<file path="src/sv/arpr_pkg.sv">
// Package with the shared types and constants of the ARP resolver.
package arpr_pkg;

    typedef struct packed {
        logic [1:0]  operation;
        logic [31:0] next_hop_ip;
        logic [15:0] datagram_tag;
        logic [47:0] frame_dst_mac;
        logic [15:0] frame_type;
        logic        payload_ok;
        logic [15:0] arp_opcode;
        logic [47:0] arp_sender_mac;
        logic [31:0] arp_sender_ip;
        logic [31:0] arp_target_ip;
        logic [15:0] elapsed_ms;
    } t_in_item;

    typedef struct packed {
        logic [2:0]  kind;
        logic [47:0] dst_mac;
        logic [15:0] tag_out;
        logic [31:0] target_ip;
        logic        last;
    } t_out_item;

    localparam logic [1:0] OP_SEND = 2'd0;
    localparam logic [1:0] OP_RECV = 2'd1;
    localparam logic [1:0] OP_TICK = 2'd2;

    localparam logic [2:0] KIND_IPV4    = 3'd0;
    localparam logic [2:0] KIND_REQUEST = 3'd1;
    localparam logic [2:0] KIND_REPLY   = 3'd2;
    localparam logic [2:0] KIND_DELIVER = 3'd3;
    localparam logic [2:0] KIND_DROP    = 3'd4;

    localparam logic [1:0] REG_OWN_MAC  = 2'd0;
    localparam logic [1:0] REG_OWN_IP   = 2'd1;
    localparam logic [1:0] REG_CACHE_LT = 2'd2;
    localparam logic [1:0] REG_PEND_LT  = 2'd3;

    localparam logic [15:0] ETH_IPV4 = 16'h0800;
    localparam logic [15:0] ETH_ARP  = 16'h0806;
    localparam logic [15:0] ARP_OP_REQUEST = 16'd1;
    localparam logic [47:0] MAC_BCAST = 48'hFFFF_FFFF_FFFF;
    localparam logic [16:0] AGE_MAX = 17'h1FFFF;
    localparam logic [15:0] CACHE_LT_RESET = 16'd30000;
    localparam logic [15:0] PEND_LT_RESET  = 16'd5000;

    // Aging function used for cache and queue entries: saturating add of the elapsed time.
    function automatic logic [16:0] age_add(input logic [16:0] age, input logic [15:0] dt);
        logic [17:0] s;
        s = {1'b0, age} + {2'b00, dt};
        return s[17] ? AGE_MAX : s[16:0];
    endfunction

endpackage

</file>
<file path="src/sv/arp_resolver_with_pending_queue.sv">
// Top level of the ARP resolver with its cache, pending queue and sequencer.
//
// The resolver takes one command (send, received frame or tick) when start is high and
// busy is low, then walks its tables one entry per cycle with one compare and aging
// unit for the cache and one for the queue. A send scans the cache and, on a miss with
// room in the queue, the occupied part of the pending queue before it enqueues; with
// the queue full it is dropped. A received ARP frame scans the cache to learn, writes
// the entry, then walks the occupied part of the queue once, flushing matching tags,
// and then gives the final flushed transfer and the reply, if any. A tick walks the
// cache and the occupied part of the queue. Busy stays high for these sequential table
// walks; an operation code of 3 is taken and ignored without raising busy. Results
// appear at most one per cycle on o_result with o_result_valid for exactly one cycle;
// the receiver must take every transfer, since the block cannot be stalled. A flushed
// transfer is held back until the next one is known so that the last result of a
// command has last set. Configuration writes are taken at any clock edge through
// i_cfg_we, i_cfg_index and i_cfg_data, and should only be made while busy is low.
module arp_resolver_with_pending_queue #(
    parameter int CACHE_ENTRIES   = 16,
    parameter int PENDING_ENTRIES = 16
) (
    input  logic                 i_clk,
    input  logic                 i_rst_n,
    input  logic                 start,
    output logic                 busy,
    input  arpr_pkg::t_in_item   i_item,
    output logic                 o_result_valid,
    output arpr_pkg::t_out_item  o_result,
    input  logic                 i_cfg_we,
    input  logic [1:0]           i_cfg_index,
    input  logic [47:0]          i_cfg_data
);
    import arpr_pkg::*;

    localparam int CW = (CACHE_ENTRIES > 1) ? $clog2(CACHE_ENTRIES) : 1;
    localparam int PW = (PENDING_ENTRIES > 1) ? $clog2(PENDING_ENTRIES) : 1;
    localparam int PCW = $clog2(PENDING_ENTRIES + 1);

    localparam logic [3:0] S_IDLE   = 4'd0;
    localparam logic [3:0] S_CSCAN  = 4'd1;  // cache walk (send lookup, learn, or age)
    localparam logic [3:0] S_PSCAN  = 4'd2;  // queue walk for send duplicate check
    localparam logic [3:0] S_SENDFIN= 4'd3;
    localparam logic [3:0] S_LEARN  = 4'd4;
    localparam logic [3:0] S_FLUSH  = 4'd5;  // queue walk, copy-down compaction
    localparam logic [3:0] S_REPLY  = 4'd6;

    // Configuration.
    logic [47:0] r_own_mac;
    logic [31:0] r_own_ip;
    logic [15:0] r_cache_lt, r_pend_lt;

    always_ff @(posedge i_clk) begin
        if (!i_rst_n) begin
            r_own_mac  <= '0;
            r_own_ip   <= '0;
            r_cache_lt <= CACHE_LT_RESET;
            r_pend_lt  <= PEND_LT_RESET;
        end else if (i_cfg_we) begin
            case (i_cfg_index)
                REG_OWN_MAC:  r_own_mac  <= i_cfg_data;
                REG_OWN_IP:   r_own_ip   <= i_cfg_data[31:0];
                REG_CACHE_LT: r_cache_lt <= i_cfg_data[15:0];
                REG_PEND_LT:  r_pend_lt  <= i_cfg_data[15:0];
                default: ;
            endcase
        end
    end

    // Cache storage: valid bits in flip-flops, payload in registers read at the scan index.
    logic [CACHE_ENTRIES-1:0] r_cvalid;
    logic [31:0] r_cip  [CACHE_ENTRIES];
    logic [47:0] r_cmac [CACHE_ENTRIES];
    logic [16:0] r_cage [CACHE_ENTRIES];

    // Pending queue, a compacted prefix in arrival order.
    logic [31:0] r_pip  [PENDING_ENTRIES];
    logic [15:0] r_ptag [PENDING_ENTRIES];
    logic [16:0] r_page [PENDING_ENTRIES];
    logic        r_preq [PENDING_ENTRIES];
    logic [PCW-1:0] r_pcount;

    logic [3:0]     r_state;
    t_in_item       r_item;
    logic [CW-1:0]  r_ci;
    logic [PW-1:0]  r_pi;      // read index of the queue walk
    logic [PCW-1:0] r_pw;      // write index of the compaction
    logic           r_hit;
    logic [CW-1:0]  r_slot;
    logic           r_have_free;
    logic [CW-1:0]  r_free;
    logic [CW-1:0]  r_old;
    logic [16:0]    r_old_age;
    logic           r_req_seen;
    logic           r_reply;
    logic           r_ov;
    t_out_item      r_out;
    logic           r_hold_v;  // a flushed transfer waits in r_hold
    t_out_item      r_hold;

    wire c_last = (r_ci == CW'(CACHE_ENTRIES - 1));
    wire [PCW-1:0] pi_ext = PCW'(r_pi);
    wire p_end = (pi_ext + 1'b1 >= r_pcount);

    assign busy = (r_state != S_IDLE);
    assign o_result_valid = r_ov;
    assign o_result = r_out;

    wire accept = start && !busy;

    // Compare units for the entry under the cache pointer and the entry under the queue pointer.
    wire [31:0] key = (r_item.operation == OP_SEND) ? r_item.next_hop_ip : r_item.arp_sender_ip;
    wire c_match = r_cvalid[r_ci] && (r_cip[r_ci] == key);
    wire p_match = (r_pip[r_pi] == key);
    wire [16:0] c_aged = age_add(r_cage[r_ci], r_item.elapsed_ms);
    wire [16:0] p_aged = age_add(r_page[r_pi], r_item.elapsed_ms);
    wire for_us = (r_item.frame_dst_mac == MAC_BCAST) || (r_item.frame_dst_mac == r_own_mac);

    always_ff @(posedge i_clk) begin
        if (!i_rst_n) begin
            r_state  <= S_IDLE;
            r_cvalid <= '0;
            r_pcount <= '0;
            r_ov     <= 1'b0;
            r_hold_v <= 1'b0;
        end else begin
            r_ov <= 1'b0;
            case (r_state)
                S_IDLE: if (accept) begin
                    r_item <= i_item;
                    r_ci <= '0; r_pi <= '0; r_pw <= '0;
                    r_hit <= 1'b0; r_have_free <= 1'b0;
                    r_old <= '0; r_old_age <= '0; r_req_seen <= 1'b0;
                    r_hold_v <= 1'b0;
                    r_reply <= (i_item.arp_opcode == ARP_OP_REQUEST) &&
                               (i_item.arp_target_ip == r_own_ip);
                    if (i_item.operation == OP_SEND || i_item.operation == OP_TICK)
                        r_state <= S_CSCAN;
                    else if (i_item.operation == OP_RECV)
                        r_state <= S_CSCAN;
                end
                S_CSCAN: begin
                    if (r_item.operation == OP_TICK) begin
                        if (r_cvalid[r_ci]) begin
                            r_cage[r_ci] <= c_aged;
                            if (c_aged > {1'b0, r_cache_lt}) r_cvalid[r_ci] <= 1'b0;
                        end
                        if (c_last) r_state <= (r_pcount != '0) ? S_FLUSH : S_IDLE;
                    end else if (r_item.operation == OP_RECV) begin
                        if (!for_us || !r_item.payload_ok ||
                            (r_item.frame_type != ETH_IPV4 && r_item.frame_type != ETH_ARP)) begin
                            r_state <= S_IDLE;
                        end else if (r_item.frame_type == ETH_IPV4) begin
                            r_ov <= 1'b1;
                            r_out <= '{kind: KIND_DELIVER, dst_mac: '0,
                                       tag_out: r_item.datagram_tag, target_ip: '0, last: 1'b1};
                            r_state <= S_IDLE;
                        end else begin
                            if (c_match && !r_hit) begin r_hit <= 1'b1; r_slot <= r_ci; end
                            if (!r_cvalid[r_ci] && !r_have_free) begin
                                r_have_free <= 1'b1; r_free <= r_ci;
                            end
                            if (r_cvalid[r_ci] && (r_ci == '0 || r_cage[r_ci] > r_old_age)) begin
                                r_old <= r_ci; r_old_age <= r_cage[r_ci];
                            end
                            if (c_last) r_state <= S_LEARN;
                        end
                    end else begin
                        if (c_match) begin
                            r_ov <= 1'b1;
                            r_out <= '{kind: KIND_IPV4, dst_mac: r_cmac[r_ci],
                                       tag_out: r_item.datagram_tag, target_ip: '0, last: 1'b1};
                            r_state <= S_IDLE;
                        end else if (c_last) begin
                            if (r_pcount == PCW'(PENDING_ENTRIES)) begin
                                r_ov <= 1'b1;
                                r_out <= '{kind: KIND_DROP, dst_mac: '0,
                                    tag_out: r_item.datagram_tag, target_ip: '0, last: 1'b1};
                                r_state <= S_IDLE;
                            end else begin
                                r_state <= (r_pcount != '0) ? S_PSCAN : S_SENDFIN;
                            end
                        end
                    end
                    r_ci <= r_ci + 1'b1;
                end
                S_PSCAN: begin
                    if (p_match && r_preq[r_pi]) r_req_seen <= 1'b1;
                    r_pi <= r_pi + 1'b1;
                    if (p_end) r_state <= S_SENDFIN;
                end
                S_SENDFIN: begin
                    r_pip[r_pcount[PW-1:0]]  <= r_item.next_hop_ip;
                    r_ptag[r_pcount[PW-1:0]] <= r_item.datagram_tag;
                    r_page[r_pcount[PW-1:0]] <= '0;
                    r_preq[r_pcount[PW-1:0]] <= !r_req_seen;
                    r_pcount <= r_pcount + 1'b1;
                    if (!r_req_seen) begin
                        r_ov <= 1'b1;
                        r_out <= '{kind: KIND_REQUEST, dst_mac: MAC_BCAST, tag_out: '0,
                                   target_ip: r_item.next_hop_ip, last: 1'b1};
                    end
                    r_state <= S_IDLE;
                end
                S_LEARN: begin
                    r_cvalid[r_hit ? r_slot : (r_have_free ? r_free : r_old)] <= 1'b1;
                    r_cip [r_hit ? r_slot : (r_have_free ? r_free : r_old)] <= r_item.arp_sender_ip;
                    r_cmac[r_hit ? r_slot : (r_have_free ? r_free : r_old)] <= r_item.arp_sender_mac;
                    r_cage[r_hit ? r_slot : (r_have_free ? r_free : r_old)] <= '0;
                    r_state <= (r_pcount != '0) ? S_FLUSH : S_REPLY;
                end
                S_FLUSH: begin
                    // Walk the queue, keeping entries by copying them down to the write index.
                    if (r_item.operation == OP_TICK) begin
                        if (p_aged <= {1'b0, r_pend_lt}) begin
                            r_pip[r_pw[PW-1:0]]  <= r_pip[r_pi];
                            r_ptag[r_pw[PW-1:0]] <= r_ptag[r_pi];
                            r_page[r_pw[PW-1:0]] <= p_aged;
                            r_preq[r_pw[PW-1:0]] <= r_preq[r_pi];
                            r_pw <= r_pw + 1'b1;
                        end
                        if (p_end) begin
                            r_pcount <= r_pw + PCW'(p_aged <= {1'b0, r_pend_lt});
                            r_state <= S_IDLE;
                        end
                    end else begin
                        if (p_match) begin
                            // The previous flushed transfer goes out now that it is known
                            // not to be the last one; the new one waits in its place.
                            if (r_hold_v) begin
                                r_ov <= 1'b1;
                                r_out <= r_hold;
                            end
                            r_hold_v <= 1'b1;
                            r_hold <= '{kind: KIND_IPV4, dst_mac: r_item.arp_sender_mac,
                                        tag_out: r_ptag[r_pi], target_ip: '0, last: 1'b0};
                        end else begin
                            r_pip[r_pw[PW-1:0]]  <= r_pip[r_pi];
                            r_ptag[r_pw[PW-1:0]] <= r_ptag[r_pi];
                            r_page[r_pw[PW-1:0]] <= r_page[r_pi];
                            r_preq[r_pw[PW-1:0]] <= r_preq[r_pi];
                            r_pw <= r_pw + 1'b1;
                        end
                        if (p_end) begin
                            r_pcount <= r_pw + PCW'(!p_match);
                            r_state <= S_REPLY;
                        end
                    end
                    r_pi <= r_pi + 1'b1;
                end
                S_REPLY: begin
                    if (r_hold_v) begin
                        // Final flushed transfer; a reply, if any, follows next cycle.
                        r_ov <= 1'b1;
                        r_out <= '{kind: KIND_IPV4, dst_mac: r_hold.dst_mac,
                                   tag_out: r_hold.tag_out, target_ip: '0, last: !r_reply};
                        r_hold_v <= 1'b0;
                        r_state <= r_reply ? S_REPLY : S_IDLE;
                    end else begin
                        if (r_reply) begin
                            r_ov <= 1'b1;
                            r_out <= '{kind: KIND_REPLY, dst_mac: r_item.arp_sender_mac,
                                       tag_out: '0, target_ip: r_item.arp_sender_ip,
                                       last: 1'b1};
                        end
                        r_state <= S_IDLE;
                    end
                end
                default: r_state <= S_IDLE;
            endcase
        end
    end

    // The queue never holds more entries than it has slots.
    a_count: assert property (@(posedge i_clk) disable iff (!i_rst_n)
        r_pcount <= PCW'(PENDING_ENTRIES)) else $error("queue count overflow");
    // A valid command is only taken from idle, so busy rises after a transfer.
    a_start: assert property (@(posedge i_clk) disable iff (!i_rst_n)
        accept && (i_item.operation == OP_SEND || i_item.operation == OP_RECV ||
                   i_item.operation == OP_TICK) |=> busy) else $error("command not taken");
    // A result is only produced while a command is in progress.
    a_res: assert property (@(posedge i_clk) disable iff (!i_rst_n)
        o_result_valid |-> $past(busy)) else $error("stray result");

endmodule
</file>
<file path="config.mk">
export PLATFORM = sky130hd
export DESIGN_NAME = arp_resolver_with_pending_queue
export DESIGN_NICKNAME = d
export VERILOG_FILES = /design/src/sv/arpr_pkg.sv /design/src/sv/arp_resolver_with_pending_queue.sv
export SDC_FILE = /design/constraint.sdc
export NUM_CORES = 2
export LEC_CHECK = 0
export BUFFER_PORTS_ARGS = -buffer_cell sky130_fd_sc_hd__buf_2
export CAP_MARGIN = 30
export CELL_PAD_IN_SITES_DETAIL_PLACEMENT = 1
export CELL_PAD_IN_SITES_GLOBAL_PLACEMENT = 2
export CORE_ASPECT_RATIO = 0.6
export CORE_MARGIN = 8
export CORE_UTILIZATION = 51
export CTS_CLUSTER_SIZE = 12
export DETAILED_ROUTE_END_ITERATION = 10
export PLACE_DENSITY_LB_ADDON = 0.08
export RECOVER_POWER = 50
export SLEW_MARGIN = 10
export SYNTH_ARGS = -nofsm -noshare
export SYNTH_HDL_FRONTEND = slang
export SYNTH_SLANG_ARGS = --single-unit
export TNS_END_PERCENT = 1
</file>
<file path="constraint.sdc">
create_clock -name i_clk -period 18.5 [get_ports i_clk]
set_input_delay 1.85 -clock i_clk [delete_from_list [all_inputs] [get_ports i_clk]]
set_output_delay 1.85 -clock i_clk [all_outputs]
set_load 0.1 [all_outputs]
</file>
Word level (Yosys, flattened, before mapping) --
Memory sizes are Yosys's and may differ from the RTL's. A register that Yosys moved wholly into a read port is not among the register bits. Index checks and enable logic that the tools add are counted.
Cells by class: mux-type cells 155, bitwise logic cells 10, order comparisons 8, $add $sub $neg 9, reductions and logical operators 65, equality and inequality tests 52
Operator list (count):
- two-way mux 100 bit | 13
- one-hot mux 100 bit (4 select lines) | 1
- two-way mux 17 bit | 11
- two-way mux 4 bit | 35
- equality test 32 bit | 3
- two-way mux 32 bit | 3
- two-way mux 16 bit | 5
- two-way mux 1 bit | 59
- equality test 48 bit | 1
- equality test 48 bit (second input constant) | 1
- adder 17 x 16 -> 18 bit | 2
- inequality test 2 bit (second input constant) | 18
- two-way mux 5 bit | 7
- one-hot mux 17 bit (2 select lines) | 1
- OR reduction 17 bit | 2
- inequality test 16 x 12 -> 1 bit (second input constant) | 2
- one-hot mux 16 bit (2 select lines) | 1
- OR reduction 32 bit | 1
- one-hot mux 4 bit (2 select lines) | 3
- one-hot mux 4 bit (6 select lines) | 1
- AND reduction 8 bit | 3
- inequality test 3 bit (second input constant) | 7
- AND reduction 7 bit | 3
- one-hot mux 5 bit (2 select lines) | 2
- 50 further kinds | 114
Word-level totals: memories kept 7, input bits 313, logic and storage cells 342, bits in registers 560, bits in writable memories 2608, output and inout port bits 102
Memory list:
- r_cmac | depth 16, width 48, rd ports 1, clocked after Yosys merged registers in 1, write ports 1, RTL line arp_resolver_with_pending_queue.sv:71 | logic [47:0] r_cmac [CACHE_ENTRIES];
- r_cip | depth 16, width 32, rd ports 1, clocked after Yosys merged registers in 1, write ports 1, RTL line arp_resolver_with_pending_queue.sv:70 | logic [31:0] r_cip [CACHE_ENTRIES];
- r_pip | depth 16, width 32, rd ports 1, clocked after Yosys merged registers in 1, write ports 1, RTL line arp_resolver_with_pending_queue.sv:75 | logic [31:0] r_pip [PENDING_ENTRIES];
- r_cage | depth 16, width 17, rd ports 1, clocked after Yosys merged registers in 1, write ports 1, RTL line arp_resolver_with_pending_queue.sv:72 | logic [16:0] r_cage [CACHE_ENTRIES];
- r_page | depth 16, width 17, rd ports 1, clocked after Yosys merged registers in 1, write ports 1, RTL line arp_resolver_with_pending_queue.sv:77 | logic [16:0] r_page [PENDING_ENTRIES];
- r_ptag | depth 16, width 16, rd ports 1, clocked after Yosys merged registers in 1, write ports 1, RTL line arp_resolver_with_pending_queue.sv:76 | logic [15:0] r_ptag [PENDING_ENTRIES];
- 1 more memories

Depth between registers and ports, before layout --
depth after elaboration 11, mapped depth 36, mapped depth without buffers 29

Worst setup path after synthesis --
OpenSTA, ideal clock, no wires.
path type register -> register, start point register (tool-made name), end point memory r_page[7][0], enable pin, arrival time 11.438 ns, path buffers 10, stages on the path, launching flop included 29, clock period less this slack 12.019 ns, library setup time 0.581 ns, data required time 17.919 ns, path slack 6.481 ns, path through dfxtp_1 -> buf_2 -> buf_4 -> buf_6 -> buf_4 -> buf_6 -> clkbuf_1 -> buf_1 -> mux4_2 -> mux4_2 -> ha_1 -> a21o_1 -> a2bb2oi_1 -> a211oi_1 -> nor3_1 -> o31ai_1 -> nand2_1 -> clkbuf_1 -> nand2_1 -> ha_1 -> and4_1 -> nand3_1 -> or4_1 -> and2_1 -> a211oi_1 -> a21oi_2 -> buf_4 -> buf_4 -> o21ai_0
RTL lines (RTL line):
- to (decl) | arp_resolver_with_pending_queue.sv:77

==> results.yml <==
floorplan:
  fp-row-count: 141
  start_util: 0.5125
  num_io_pins: 415
  die_w_um: 658.0
  dieArea_um2: 264000
  die_h_um: 401.2
  core_area_um2: 246100
worst_setup_path:
  worstSetupEndpointType: "flop"
  crit_fanout: 59
  critPathKind: "reg -> reg"
  crit_required_ns: 18.98
  arrival_ns: 14.03
  critPathLaunchType: "flop"
run:
  cap_violations: 55
clocking:
  cts_tree: "done"
  clockRootBuffer: "clkbuf_16"
  clockBufferDepth: 4
  clk_pin_slew_worst_paths_ns: 0.06
  h-tree-depth: 5
  cts_buffers: 315
  ctsHoldBuffers: 0
  cts-resized-gates: 0
  worstSkewPairLatency_ns: 0.88
  cts_sinks: 3175
  post_cts_buffers: 0
route:
  firstDrtPassIters: 6
  route.met2.wl_um: 153200
  wl_met1_um: 156600
  drc_errors: 0
  routed-wl-met3_um: 26380
  wl_um: 343800
  dr_total_vias: 64859
  vias_per_cell: 6.269
  routed.top_layer: "met5"
  drt_iter0_drc: 7246
  ant_nets: 0
  detail_route.wl_per_cell_um: 33.23
synthesis:
  syn_inst: 6310
  synth.avg_cell_area_um2: 19.99
  synth_top_area_frac: 0.7211
  synth-simple-area-share: 0.02930
  synth_nets: 6721
  ys.flop_type: "edfxtp_1"
  yosys.area.top_type: "edfxtp_1"
  synth_edf_count: 3029
  syn-cell-area_um2: 126100
  yosys-top-cells-count: "edfxtp_1 (3029), mux4_2 (724), nand2_1 (336)"
  synth_top_family_by_area: "multiplexers"
  ys_seq_area_frac: 0.7443
  ys_top_cells_by_area: "edfxtp_1 (72%), mux4_2 (13%), dfxtp_1 (2.3%)"
  synth-xor-area-share: 0.01264
  synth-compound-area-share: 0.03666
  synth-seq-cells: 3175
  async_reset_ff_frac: 0
  synth-adder-area-share: 0.009840
  ys_types: 88
  synth_mux_area_frac: 0.1512
  synth_warnings: 0
  post-synth-top-count-cell: "edfxtp_1"
cells_and_area:
  final_nets: 7343
  syn_to_final_growth_pct: 11.93
  design_area_um2: 141200
  fillers: 21191
  drive_gt1_frac: 0.2277
  register_area_um2: 93900
  multi_input_area_um2: 30540
  final_util: 0.5737
sta:
  timing.hold.ws_ns: 0.4709
  fmax_mhz: 73.80
  final.period_utilization: 0.7324
  timing_max_transition_violations_final: 1835
  finClkSkew_ns: 0.06733
  finalSetupTns_ns: 0
  rsz0062_at_grt: "false"
  relSlewSlack: -1.827
  hold_violations: 0
  fin_crit_ns: 13.55
  tightest_slew_ns: 4.241
  setup_viol: 0
run_status:
  violations: "capacitance limit, slew limit"
  status: "complete, but fails checks"
grt:
  antenna_found_initial: 13
  grt_usage: 0.2553
  grt_pass1_vias: 66814
  grt_overflow_total: 0
  grt_pass1_wl_um: 490800
  grt_start_max_net_pins: 109
placement:
  placed_area_um2: 132800
  io_buffers: 414
  place.gp.congestion: 0.8172
  dpl.hpwl_um: 207100
min_path:
  min_path_type: "reg -> reg"
power:
  p_per_area_nw_per_um2: 142.2
  power.leakage_nw: 45.34
  ir_drop_mv: 0.1238
[critical path, stage by stage (launching register included)]
cell       delay [ns]
dfxtp_1          1.36
clkbuf_1         2.58
clkbuf_1         0.67
buf_16           0.35
mux4_2           0.37
mux4_2           0.52
ha_1             0.30
a21oi_1          0.26
a2bb2oi_1        0.40
a211oi_1         0.17
nor3_1           0.37
o31ai_1          0.18
nand2_1          0.43
o21ai_0          0.29
ha_1             0.37
and4_1           0.24
nand3_1          0.13
or4_1            0.53
and2_1           0.21
a211oi_1         0.53
a21oi_4          0.10
buf_4            0.34
buf_4            0.51
o22ai_4          0.28
buf_4            0.63
buf_4            0.73
[power breakdown]
part | switching [mW] | total [mW] | leakage, nW | internal (mW)
Clock | 2.58 | 5.75 | 4.21 | 3.17
Sequential | 0.298 | 8.86 | 28.9 | 8.56
Combinational | 3.28 | 5.47 | 12.2 | 2.19
[registers in the layout, summed over array words and instances, names as in the netlist, 5 cells and up, named ones only]
signal	flops
r_ptag	256
o_result	100
r_pend_lt	16
r_preq	16
r_cache_lt	16
r_pcount	5
r_old_age	17
r_cage	272
r_cvalid	16
r_own_ip	32
r_page	272
r_cmac	768
r_cip	512
r_hold	64
r_item	211
r_pw	5
r_pip	512
r_own_mac	48
[area by class of cell]
class	count	area share
Inverter	125	0.003359
Clock inverter	28	0.001675
Clock buffer	406	0.05974
Antenna cell	8	0.0001418
Sequential cell	3175	0.6651
Multi-Input combinational cell	2696	0.2163
Timing Repair Buffer	619	0.02451
Tap cell	3289	0.02915
[cells in the final DEF (no fill, tap or decap), drive strengths merged, types with 38 or more instances in the layout]
cell type and n:
a21boi 104, a21oi 81, a221oi 55, a22o 71, and2 38, buf 392, clkbuf 633, dfxtp 146
edfxtp 3029, ha 96, inv 130, mux2 61, mux2i 205, mux4 725, nand2 336, nand4 45
nor2 142, o21a 44, o21ai 136, xnor2 100, xor2 82
[logic make-up (layout without fill, tap and decap cells)]
logic type,count (synthesis),after routing
XOR/XNOR,182,182
other,0,8
buffers and inverters,439,1178
AND/OR/NAND/NOR,781,781
AO/OA/AOI/OAI,644,644
flip-flops,3175,3175
adder cells (fa/ha/maj),98,98
multiplexers,991,991
[stage by stage]
step	total power, mW	setup slack, ns	std cells
final	20.08	4.951	10346
after global routing	20.81	4.437	10341
after CTS	20.14	7.517	10318
after detailed placement	14.41	7.590	9884
after global placement	14.28	7.595	9868
after floorplan	12.73	6.481	6310
[per-layer routing]
| metal | vias to the layer above | global-route usage |
|---|---|---|
| met5 | - | 0 |
| met4 | 2 | 0.05653 |
| met3 | 423 | 0.04962 |
| met2 | 2569 | 0.3776 |
| met1 | 34935 | 0.3967 |
| li1 | 26930 | - |
[final timing paths]
kind                               startpoint       endpoint  slack (ns)  cells past startpoint
worst max-delay path                     flop    r_pip[9][5]        4.95                     25
worst min-delay path            r_pend_lt[10]  r_pend_lt[10]        0.47                      2
worst min register to register  r_pend_lt[10]  r_pend_lt[10]        0.47                      2
worst max register to register           flop    r_pip[9][5]        4.95                     25
Note: power is estimated with default switching activity, not from simulation.
